`config.mk`:
```
export PLATFORM = sky130hd
export DESIGN_NAME = plotter_line_stepper
export DESIGN_NICKNAME = d
export VERILOG_FILES = /design/src/rtl/core/pls_pkg.sv /design/src/rtl/core/pls_front.sv /design/src/rtl/core/pls_queue.sv /design/src/rtl/core/pls_back.sv /design/src/rtl/core/plotter_line_stepper.sv
export SDC_FILE = /design/constraint.sdc
export NUM_CORES = 1
export LEC_CHECK = 0
export BUFFER_PORTS_ARGS = -buffer_cell sky130_fd_sc_hd__buf_2
export CAP_MARGIN = 5
export CORE_MARGIN = 8
export CORE_UTILIZATION = 35
export CTS_CLUSTER_SIZE = 24
export DETAILED_ROUTE_END_ITERATION = 8
export PLACE_DENSITY_LB_ADDON = 0.15
export RECOVER_POWER = 100
export SLEW_MARGIN = 25
export SYNTH_ARGS = -nofsm -noshare
export SYNTH_HDL_FRONTEND = slang
export SYNTH_SLANG_ARGS = --single-unit
```
`constraint.sdc`:
```
create_clock -name clk -period 12.75 [get_ports clk]
set_clock_uncertainty 0.1 [all_clocks]
set_input_delay 1.275 -clock clk [delete_from_list [all_inputs] [get_ports clk]]
set_output_delay 1.275 -clock clk [all_outputs]
set_load 0.03 [all_outputs]
```
`src/rtl/core/pls_pkg.sv`:
```
package pls_pkg;

  localparam int COORD_BITS  = 16;
  localparam int PAUSE_BYTES = 30;

  localparam int SPAN_W  = COORD_BITS + 1;
  localparam int ACC_W   = COORD_BITS + 2;
  localparam int PAUSE_W = $clog2(PAUSE_BYTES + 2);

  localparam int QUEUE_DEPTH = 4;
  localparam int QPTR_W      = $clog2(QUEUE_DEPTH);

  localparam logic [1:0] REQ_MOVE = 2'd0;
  localparam logic [1:0] REQ_TICK = 2'd1;
  localparam logic [1:0] REQ_PEN  = 2'd2;

  localparam logic [3:0] STEP_PX = 4'h1;
  localparam logic [3:0] STEP_MX = 4'h2;
  localparam logic [3:0] STEP_PY = 4'h4;
  localparam logic [3:0] STEP_MY = 4'h8;

  localparam logic [5:0] PEN_UP     = 6'h10;
  localparam logic [5:0] PEN_MASK   = 6'h30;
  localparam logic [5:0] PAUSE_BYTE = 6'h00;

  typedef enum logic [1:0] {
    KIND_MOVE,
    KIND_TICK,
    KIND_PEN
  } kind_t;

  typedef struct packed {
    kind_t                         kind;
    logic signed [COORD_BITS-1:0]  tx;
    logic signed [COORD_BITS-1:0]  ty;
    logic [5:0]                    pen;
  } entry_t;

endpackage

```
`src/rtl/core/pls_front.sv`:
```
module pls_front
  import pls_pkg::*;
(
  input  logic                         clk,
  input  logic                         rst,
  input  logic                         in_valid,
  output logic                         in_ready,
  input  logic [1:0]                   req_type,
  input  logic signed [COORD_BITS-1:0] target_x,
  input  logic signed [COORD_BITS-1:0] target_y,
  input  logic [5:0]                   pen_code,
  output logic                         push_valid,
  input  logic                         push_ready,
  output entry_t                       push_data
);

  logic [5:0] pen_state;
  logic       pen_change;

  assign in_ready   = push_ready;
  assign pen_change = pen_code != pen_state;

  always_comb begin
    push_data.tx  = target_x;
    push_data.ty  = target_y;
    push_data.pen = pen_code & PEN_MASK;
    unique case (req_type)
      REQ_MOVE: begin
        push_data.kind = KIND_MOVE;
        push_valid     = in_valid;
      end
      REQ_TICK: begin
        push_data.kind = KIND_TICK;
        push_valid     = in_valid;
      end
      REQ_PEN: begin
        push_data.kind = KIND_PEN;
        push_valid     = in_valid && pen_change;
      end
      default: begin
        // drop the unused request code
        push_data.kind = KIND_TICK;
        push_valid     = 1'b0;
      end
    endcase
  end

  // Pen filter lives here: only pen items change it, in order.
  always_ff @(posedge clk) begin
    if (rst) begin
      pen_state <= PEN_UP;
    end else if (in_valid && in_ready && req_type == REQ_PEN && pen_change) begin
      pen_state <= pen_code & PEN_MASK;
    end
  end

endmodule

```
`src/rtl/core/pls_queue.sv`:
```
module pls_queue
  import pls_pkg::*;
(
  input  logic   clk,
  input  logic   rst,
  input  logic   push_valid,
  output logic   push_ready,
  input  entry_t push_data,
  output logic   pop_valid,
  input  logic   pop_ready,
  output entry_t pop_data
);

  entry_t            slots [QUEUE_DEPTH];
  logic [QPTR_W-1:0] wr_ptr;
  logic [QPTR_W-1:0] rd_ptr;
  logic [QPTR_W:0]   count;
  logic              do_push;
  logic              do_pop;

  assign push_ready = count != (QPTR_W + 1)'(QUEUE_DEPTH);
  assign pop_valid  = count != '0;
  assign pop_data   = slots[rd_ptr];
  assign do_push    = push_valid && push_ready;
  assign do_pop     = pop_valid && pop_ready;

  always_ff @(posedge clk) begin
    if (do_push) begin
      slots[wr_ptr] <= push_data;
    end
  end

  always_ff @(posedge clk) begin
    if (rst) begin
      wr_ptr <= '0;
      rd_ptr <= '0;
      count  <= '0;
    end else begin
      if (do_push) begin
        wr_ptr <= wr_ptr + 1'b1;
      end
      if (do_pop) begin
        rd_ptr <= rd_ptr + 1'b1;
      end
      if (do_push && !do_pop) begin
        count <= count + 1'b1;
      end else if (do_pop && !do_push) begin
        count <= count - 1'b1;
      end
    end
  end

endmodule

```
`src/rtl/core/pls_back.sv`:
```
module pls_back
  import pls_pkg::*;
(
  input  logic                         clk,
  input  logic                         rst,
  input  logic                         head_valid,
  output logic                         head_pop,
  input  entry_t                       head,
  output logic                         out_valid,
  input  logic                         out_ready,
  output logic [5:0]                   plot_byte,
  output logic signed [COORD_BITS-1:0] pos_x,
  output logic signed [COORD_BITS-1:0] pos_y,
  output logic                         last
);

  logic signed [COORD_BITS-1:0] cur_x, cur_x_next;
  logic signed [COORD_BITS-1:0] cur_y, cur_y_next;
  logic [SPAN_W-1:0]            steps_left, steps_left_next;
  logic [SPAN_W-1:0]            major_span, major_span_next;
  logic [SPAN_W-1:0]            minor_span, minor_span_next;
  logic signed [ACC_W-1:0]      acc, acc_next;
  logic [3:0]                   major_code, major_code_next;
  logic [3:0]                   minor_code, minor_code_next;
  logic [PAUSE_W-1:0]           pause_left, pause_left_next;

  logic                         out_free;
  logic                         emit;
  logic [5:0]                   emit_byte;
  logic                         emit_last;

  // move decode
  logic signed [SPAN_W-1:0]     dx, dy;
  logic [SPAN_W-1:0]            ax, ay;
  logic                         y_major;

  // tick step
  logic                         take_minor;
  logic [3:0]                   step_bits;
  logic signed [COORD_BITS-1:0] x_delta, y_delta;
  logic signed [ACC_W-1:0]      two_minor, two_major;

  assign out_free = !out_valid || out_ready;

  assign dx = $signed({head.tx[COORD_BITS-1], head.tx}) - $signed({cur_x[COORD_BITS-1], cur_x});
  assign dy = $signed({head.ty[COORD_BITS-1], head.ty}) - $signed({cur_y[COORD_BITS-1], cur_y});
  assign ax = dx[SPAN_W-1] ? (~dx + 1'b1) : dx;
  assign ay = dy[SPAN_W-1] ? (~dy + 1'b1) : dy;
  assign y_major = ay > ax;

  assign two_minor  = $signed({minor_span, 1'b0});
  assign two_major  = $signed({major_span, 1'b0});
  assign take_minor = acc > 0;
  assign step_bits  = major_code | (take_minor ? minor_code : 4'h0);

  always_comb begin
    if ((step_bits & STEP_PX) != 4'h0) begin
      x_delta = COORD_BITS'(1);
    end else if ((step_bits & STEP_MX) != 4'h0) begin
      x_delta = '1;
    end else begin
      x_delta = '0;
    end
    if ((step_bits & STEP_PY) != 4'h0) begin
      y_delta = COORD_BITS'(1);
    end else if ((step_bits & STEP_MY) != 4'h0) begin
      y_delta = '1;
    end else begin
      y_delta = '0;
    end
  end

  always_comb begin
    cur_x_next      = cur_x;
    cur_y_next      = cur_y;
    steps_left_next = steps_left;
    major_span_next = major_span;
    minor_span_next = minor_span;
    acc_next        = acc;
    major_code_next = major_code;
    minor_code_next = minor_code;
    pause_left_next = pause_left;
    head_pop        = 1'b0;
    emit            = 1'b0;
    emit_byte       = PAUSE_BYTE;
    emit_last       = 1'b0;

    if (pause_left != '0) begin
      // a pen change owns the output until its pauses are out
      if (out_free) begin
        emit            = 1'b1;
        emit_last       = pause_left == PAUSE_W'(1);
        pause_left_next = pause_left - 1'b1;
      end
    end else if (head_valid) begin
      case (head.kind)
        KIND_MOVE: begin
          head_pop = 1'b1;
          if (y_major) begin
            major_span_next = ay;
            minor_span_next = ax;
            major_code_next = dy[SPAN_W-1] ? STEP_MY : STEP_PY;
            minor_code_next = dx[SPAN_W-1] ? STEP_MX : STEP_PX;
          end else begin
            major_span_next = ax;
            minor_span_next = ay;
            major_code_next = dx[SPAN_W-1] ? STEP_MX : STEP_PX;
            minor_code_next = dy[SPAN_W-1] ? STEP_MY : STEP_PY;
          end
          steps_left_next = major_span_next;
          acc_next = $signed({minor_span_next, 1'b0}) - $signed({1'b0, major_span_next});
        end
        KIND_TICK: begin
          if (steps_left == '0) begin
            head_pop = 1'b1;
          end else if (out_free) begin
            head_pop        = 1'b1;
            emit            = 1'b1;
            emit_byte       = {2'b00, step_bits};
            emit_last       = steps_left == SPAN_W'(1);
            cur_x_next      = cur_x + x_delta;
            cur_y_next      = cur_y + y_delta;
            steps_left_next = steps_left - 1'b1;
            acc_next        = acc + two_minor - (take_minor ? two_major : '0);
          end
        end
        KIND_PEN: begin
          if (out_free) begin
            head_pop        = 1'b1;
            emit            = 1'b1;
            emit_byte       = head.pen;
            emit_last       = PAUSE_BYTES == 0;
            pause_left_next = PAUSE_W'(PAUSE_BYTES);
          end
        end
        default: begin
          head_pop = 1'b1;
        end
      endcase
    end
  end

  always_ff @(posedge clk) begin
    if (rst) begin
      cur_x      <= '0;
      cur_y      <= '0;
      steps_left <= '0;
      major_span <= '0;
      minor_span <= '0;
      acc        <= '0;
      major_code <= STEP_PX;
      minor_code <= STEP_PY;
      pause_left <= '0;
      out_valid  <= 1'b0;
    end else begin
      cur_x      <= cur_x_next;
      cur_y      <= cur_y_next;
      steps_left <= steps_left_next;
      major_span <= major_span_next;
      minor_span <= minor_span_next;
      acc        <= acc_next;
      major_code <= major_code_next;
      minor_code <= minor_code_next;
      pause_left <= pause_left_next;
      if (emit) begin
        out_valid <= 1'b1;
      end else if (out_ready) begin
        out_valid <= 1'b0;
      end
    end
  end

  always_ff @(posedge clk) begin
    if (emit) begin
      plot_byte <= emit_byte;
      pos_x     <= cur_x_next;
      pos_y     <= cur_y_next;
      last      <= emit_last;
    end
  end

endmodule

```
`src/rtl/core/plotter_line_stepper.sv`:
```
// Path: a tick or pen item's first byte reaches the output through the queue write, then the
// output register of the step engine, when the queue is empty and the output is free.
// Throughput: one item per cycle while the output is not stalled; a pen change holds the
// engine while its pen byte and then its PAUSE_BYTES pause bytes go out, one per cycle
// while the output is free.
// Reset (synchronous, active high): queue empty, pen at (0,0), pen up, no run in progress.
module plotter_line_stepper
  import pls_pkg::*;
(
  input  logic                         clk,
  input  logic                         rst,
  input  logic                         in_valid,
  output logic                         in_ready,
  input  logic [1:0]                   req_type,
  input  logic signed [COORD_BITS-1:0] target_x,
  input  logic signed [COORD_BITS-1:0] target_y,
  input  logic [5:0]                   pen_code,
  output logic                         out_valid,
  input  logic                         out_ready,
  output logic [5:0]                   plot_byte,
  output logic signed [COORD_BITS-1:0] pos_x,
  output logic signed [COORD_BITS-1:0] pos_y,
  output logic                         last
);

  // Front: classify requests, drop unused codes and repeated pens.
  logic   push_valid;
  logic   push_ready;
  entry_t push_data;

  // Back: the step engine pulls entries in order.
  logic   head_valid;
  logic   head_pop;
  entry_t head;

  pls_front u_front (
    .clk        (clk),
    .rst        (rst),
    .in_valid   (in_valid),
    .in_ready   (in_ready),
    .req_type   (req_type),
    .target_x   (target_x),
    .target_y   (target_y),
    .pen_code   (pen_code),
    .push_valid (push_valid),
    .push_ready (push_ready),
    .push_data  (push_data)
  );

  // Short queue decouples input transfers from output stalls.
  pls_queue u_queue (
    .clk        (clk),
    .rst        (rst),
    .push_valid (push_valid),
    .push_ready (push_ready),
    .push_data  (push_data),
    .pop_valid  (head_valid),
    .pop_ready  (head_pop),
    .pop_data   (head)
  );

  // Move decode, Bresenham stepping, pen byte and pause sequencing.
  pls_back u_back (
    .clk        (clk),
    .rst        (rst),
    .head_valid (head_valid),
    .head_pop   (head_pop),
    .head       (head),
    .out_valid  (out_valid),
    .out_ready  (out_ready),
    .plot_byte  (plot_byte),
    .pos_x      (pos_x),
    .pos_y      (pos_y),
    .last       (last)
  );

  // Moves and ticks always enter the queue; only pen and unused codes may be dropped.
  a_front_keeps_moves: assert property (@(posedge clk) disable iff (rst)
    in_valid && in_ready && (req_type == REQ_MOVE || req_type == REQ_TICK) |-> push_valid)
    else $error("move or tick transfer not queued");

  // Never pop an empty queue.
  a_pop_when_valid: assert property (@(posedge clk) disable iff (rst)
    head_pop |-> head_valid)
    else $error("step engine popped an empty queue");

  // A step byte never carries pen bits.
  a_byte_kind: assert property (@(posedge clk) disable iff (rst)
    out_valid |-> plot_byte[3:0] == 4'h0 || plot_byte[5:4] == 2'b00)
    else $error("plot byte mixes step and pen bits");

  // A pen byte is final only when no pauses follow it.
  a_pen_last: assert property (@(posedge clk) disable iff (rst)
    out_valid && plot_byte[5:4] != 2'b00 |-> last == (PAUSE_BYTES == 0))
    else $error("pen byte last flag wrong");

endmodule
```
==> impl_metrics.toml <==
[yosys]
synth_common_cells = "inv_1, edfxtp_1, nand2_1"
synthTopCellsByArea = "edfxtp_1, dfxtp_1, ha_1"
async_reset_ff_frac = 0
ys_warn_count = 0
synth_area_sq_um = 18500
synth_top_area_share = 0.2970
yosysMostFrequentCell = "inv_1"
syn_nets = 2065
ys_ff_latch = 309
synth-edff-count = 183
yosysSeqAreaShare = 0.4334
syn_area_per_cell_sq_um = 9.862
synth_ff_type = "edfxtp_1"
synthCells = 1876
synth_top_cell_by_area = "edfxtp_1"
ys_types = 86

[min_path]
hold_path.class = "reg2reg"
worstHoldStart = "u_back.major_span[9]"

[setup_path]
critPathArrivalTime_ns = 10.96
critical_path.endpoint = "u_back.acc[16]"
path_max_fanout = 29
path_depth = 45
slowest_stage = "dfxtp_1"
rrSetupSlack_ns = 2.01
crit_family = "compound AO/OA/AOI/OAI gates"
setup.worst_path.end_class = "flip-flop"
r2r_end = "u_back.acc[16]"
path_common_cell = "o21ai_0"
critPathKind = "reg2reg"
slowest_delay_ns = 0.88
reg2reg_depth = 45
crit_required_ns = 12.96
critPathBufInv = 5
start_kind = "flip-flop"

[final_layout]
post-route-cell-area_sq_um = 20870
fillers = 5107
areaGrowthSynthToFinish_pct = 12.83
drive_above_1_share = 0.07603
instances_no_fill = 2661
antenna_cells = 0
nets = 2132

[cts]
cts.hold.buffers_added = 0
clock_sinks = 309
post_cts_buffers = 0
clock-root-buffer = "clkbuf_16"
cts.clk_slew.worst_paths_ns = 0.06
cts_buffers = 38
h-tree-depth = 2
clockBufferDepth = 3
clk_latency_ns = 0.58
tritoncts = "built"
ctsResizeCount = 0

[timing]
post-route-period-util = 0.8427
max_slew_margin = -1.289
min_period_ns = 10.74
fin_tns_setup_ns = 0
holdWs_ns = 0.3492
finalSetupViolCount = 0
finalMaxSlewViolations = 451
tightest_slew_ns = 3.433
hold_violations = 0
rsz0062_at_grt = "no"
max_freq_mhz = 93.07

[routing]
vias_per_cell = 5.147
drc = 0
vias = 13700
drt-pass1-iter-count = 5
drt-initial-drc-count = 802
ant_nets = 0
wirelength_mm = 48.29
avgRoutedWirePerCell_microns = 18.15

[die]
die_h_microns = 245.9
start_util = 0.3528
die_area_sq_um = 60470
fp-row-count = 84
coreArea_sq_um = 52450
die_w_microns = 245.9
ios = 85

[global_routing]
grt_start_max_net_pins = 74
grt_pass1_wl_mm = 75.82
grt_overflow = 0
grtUsageTotal = 0.1585
grt_pass1_vias = 13380
antenna_found_initial = 0

[placement]
placed_area_sq_um = 19650
portBuffers = 84
dp_cells = 2591
hpwl_mm = 35.63
gp_congestion = 0.8387

[run]
drv_cap = 10

[run_status]
status = "finished with violations"
violations = "capacitance limit, slew limit"
## sequential cells by signal, indices dropped and copies added (netlist names), named ones only
| signal | flops |
|---|---|
| u_back.acc | 18 |
| u_back.cur_x | 16 |
| u_back.cur_y | 16 |
| u_back.last | 1 |
| u_back.major_code | 4 |
| u_back.major_span | 17 |
| u_back.minor_code | 4 |
| u_back.minor_span | 17 |
| u_back.out_valid | 1 |
| u_back.pause_left | 5 |
| u_back.plot_byte | 6 |
| u_back.pos_x | 16 |
| u_back.pos_y | 16 |
| u_back.steps_left | 17 |
| u_front.pen_state | 2 |
| u_queue.count | 3 |
| u_queue.rd_ptr | 2 |
| u_queue.slots | 144 |
| u_queue.wr_ptr | 2 |
## final cells by class
cell class | instances | area, sq um | area share
repair buffers | 100 | 417.9 | 0.02002
inverters | 195 | 732.0 | 0.03507
multi-input cells | 1299 | 9449 | 0.4527
clock inverters | 31 | 441.7 | 0.02116
flip-flops and latches | 309 | 8018 | 0.3841
well taps | 688 | 860.8 | 0.04124
clock buffers | 39 | 954.7 | 0.04574
## metal layers
metal,up-vias,part of all wire,global-route usage
met5,-,0,0
met4,0,0.024,0.04216
met3,69,0.040,0.02758
met2,240,0.45,0.2486
met1,6578,0.49,0.2235
li1,6808,-,-
## metrics by stage
step	setup WS, ns	utilization
2_1_floorplan	3.608	-
3_3_place_gp	2.695	0.3747
3_5_place_dp	2.500	0.3747
4_1_cts	2.412	0.4013
5_1_grt	0.6952	0.3980
6_report	2.006	0.3980
## worst min-delay path: stages (launching register included)
cell	delay, ns
dfxtp_1	0.30
nand2_1	0.05
a21oi_1	0.05
## logic make-up (layout without fill, tap and decap cells)
family,after synthesis,count (layout),synth area share
multiplexers,66,66,0.06073
XOR/XNOR,100,100,0.04815
flip-flops,309,309,0.4334
AO/OA/AOI/OAI,461,461,0.1587
adder cells (fa/ha/maj),145,145,0.1074
buffers and inverters,268,365,0.05566
AND/OR/NAND/NOR,527,527,0.1360
## how the worst min path moves through the flow
stage                             to  slack [ns]  cells after the start
2_1_floorplan   u_back.major_span[0]        0.33                      2
3_3_place_gp    u_back.major_span[3]        0.34                      2
3_5_place_dp   u_back.major_span[10]        0.34                      2
4_1_cts        u_back.major_span[10]        0.35                      2
5_1_grt         u_back.major_span[3]        0.37                      2
6_report        u_back.major_span[9]        0.35                      2
## placed cells by master, fill, tap and decap left out, drive strengths merged, types with 5 or more instances in the layout
master and instances:
nand4 11, o211ai 13, a21oi 158, nor2 148, mux2i 20, a31oi 8, a211oi 31, nand2b 12
and3 16, inv 198, bufinv 8, nand3 32, nor2b 40, o21a 14, xnor2 71, ha 122
or4 5, or2 7, fa 23, dfxtp 126, clkinv 18, a21o 22, mux2 10, edfxtp 183
buf 16, mux4 36, or3 13, clkbuf 123, o22ai 14, a211o 6, nand2 163, xor2 29
o21ai 114, a22oi 8, a21boi 15, o21bai 14, nor3 28, o31ai 16, nor4 15, and2 26
Power is left out: the tool's default activity adds up to more than one toggle a clock period on the data nets, which glitch-free logic cannot reach.
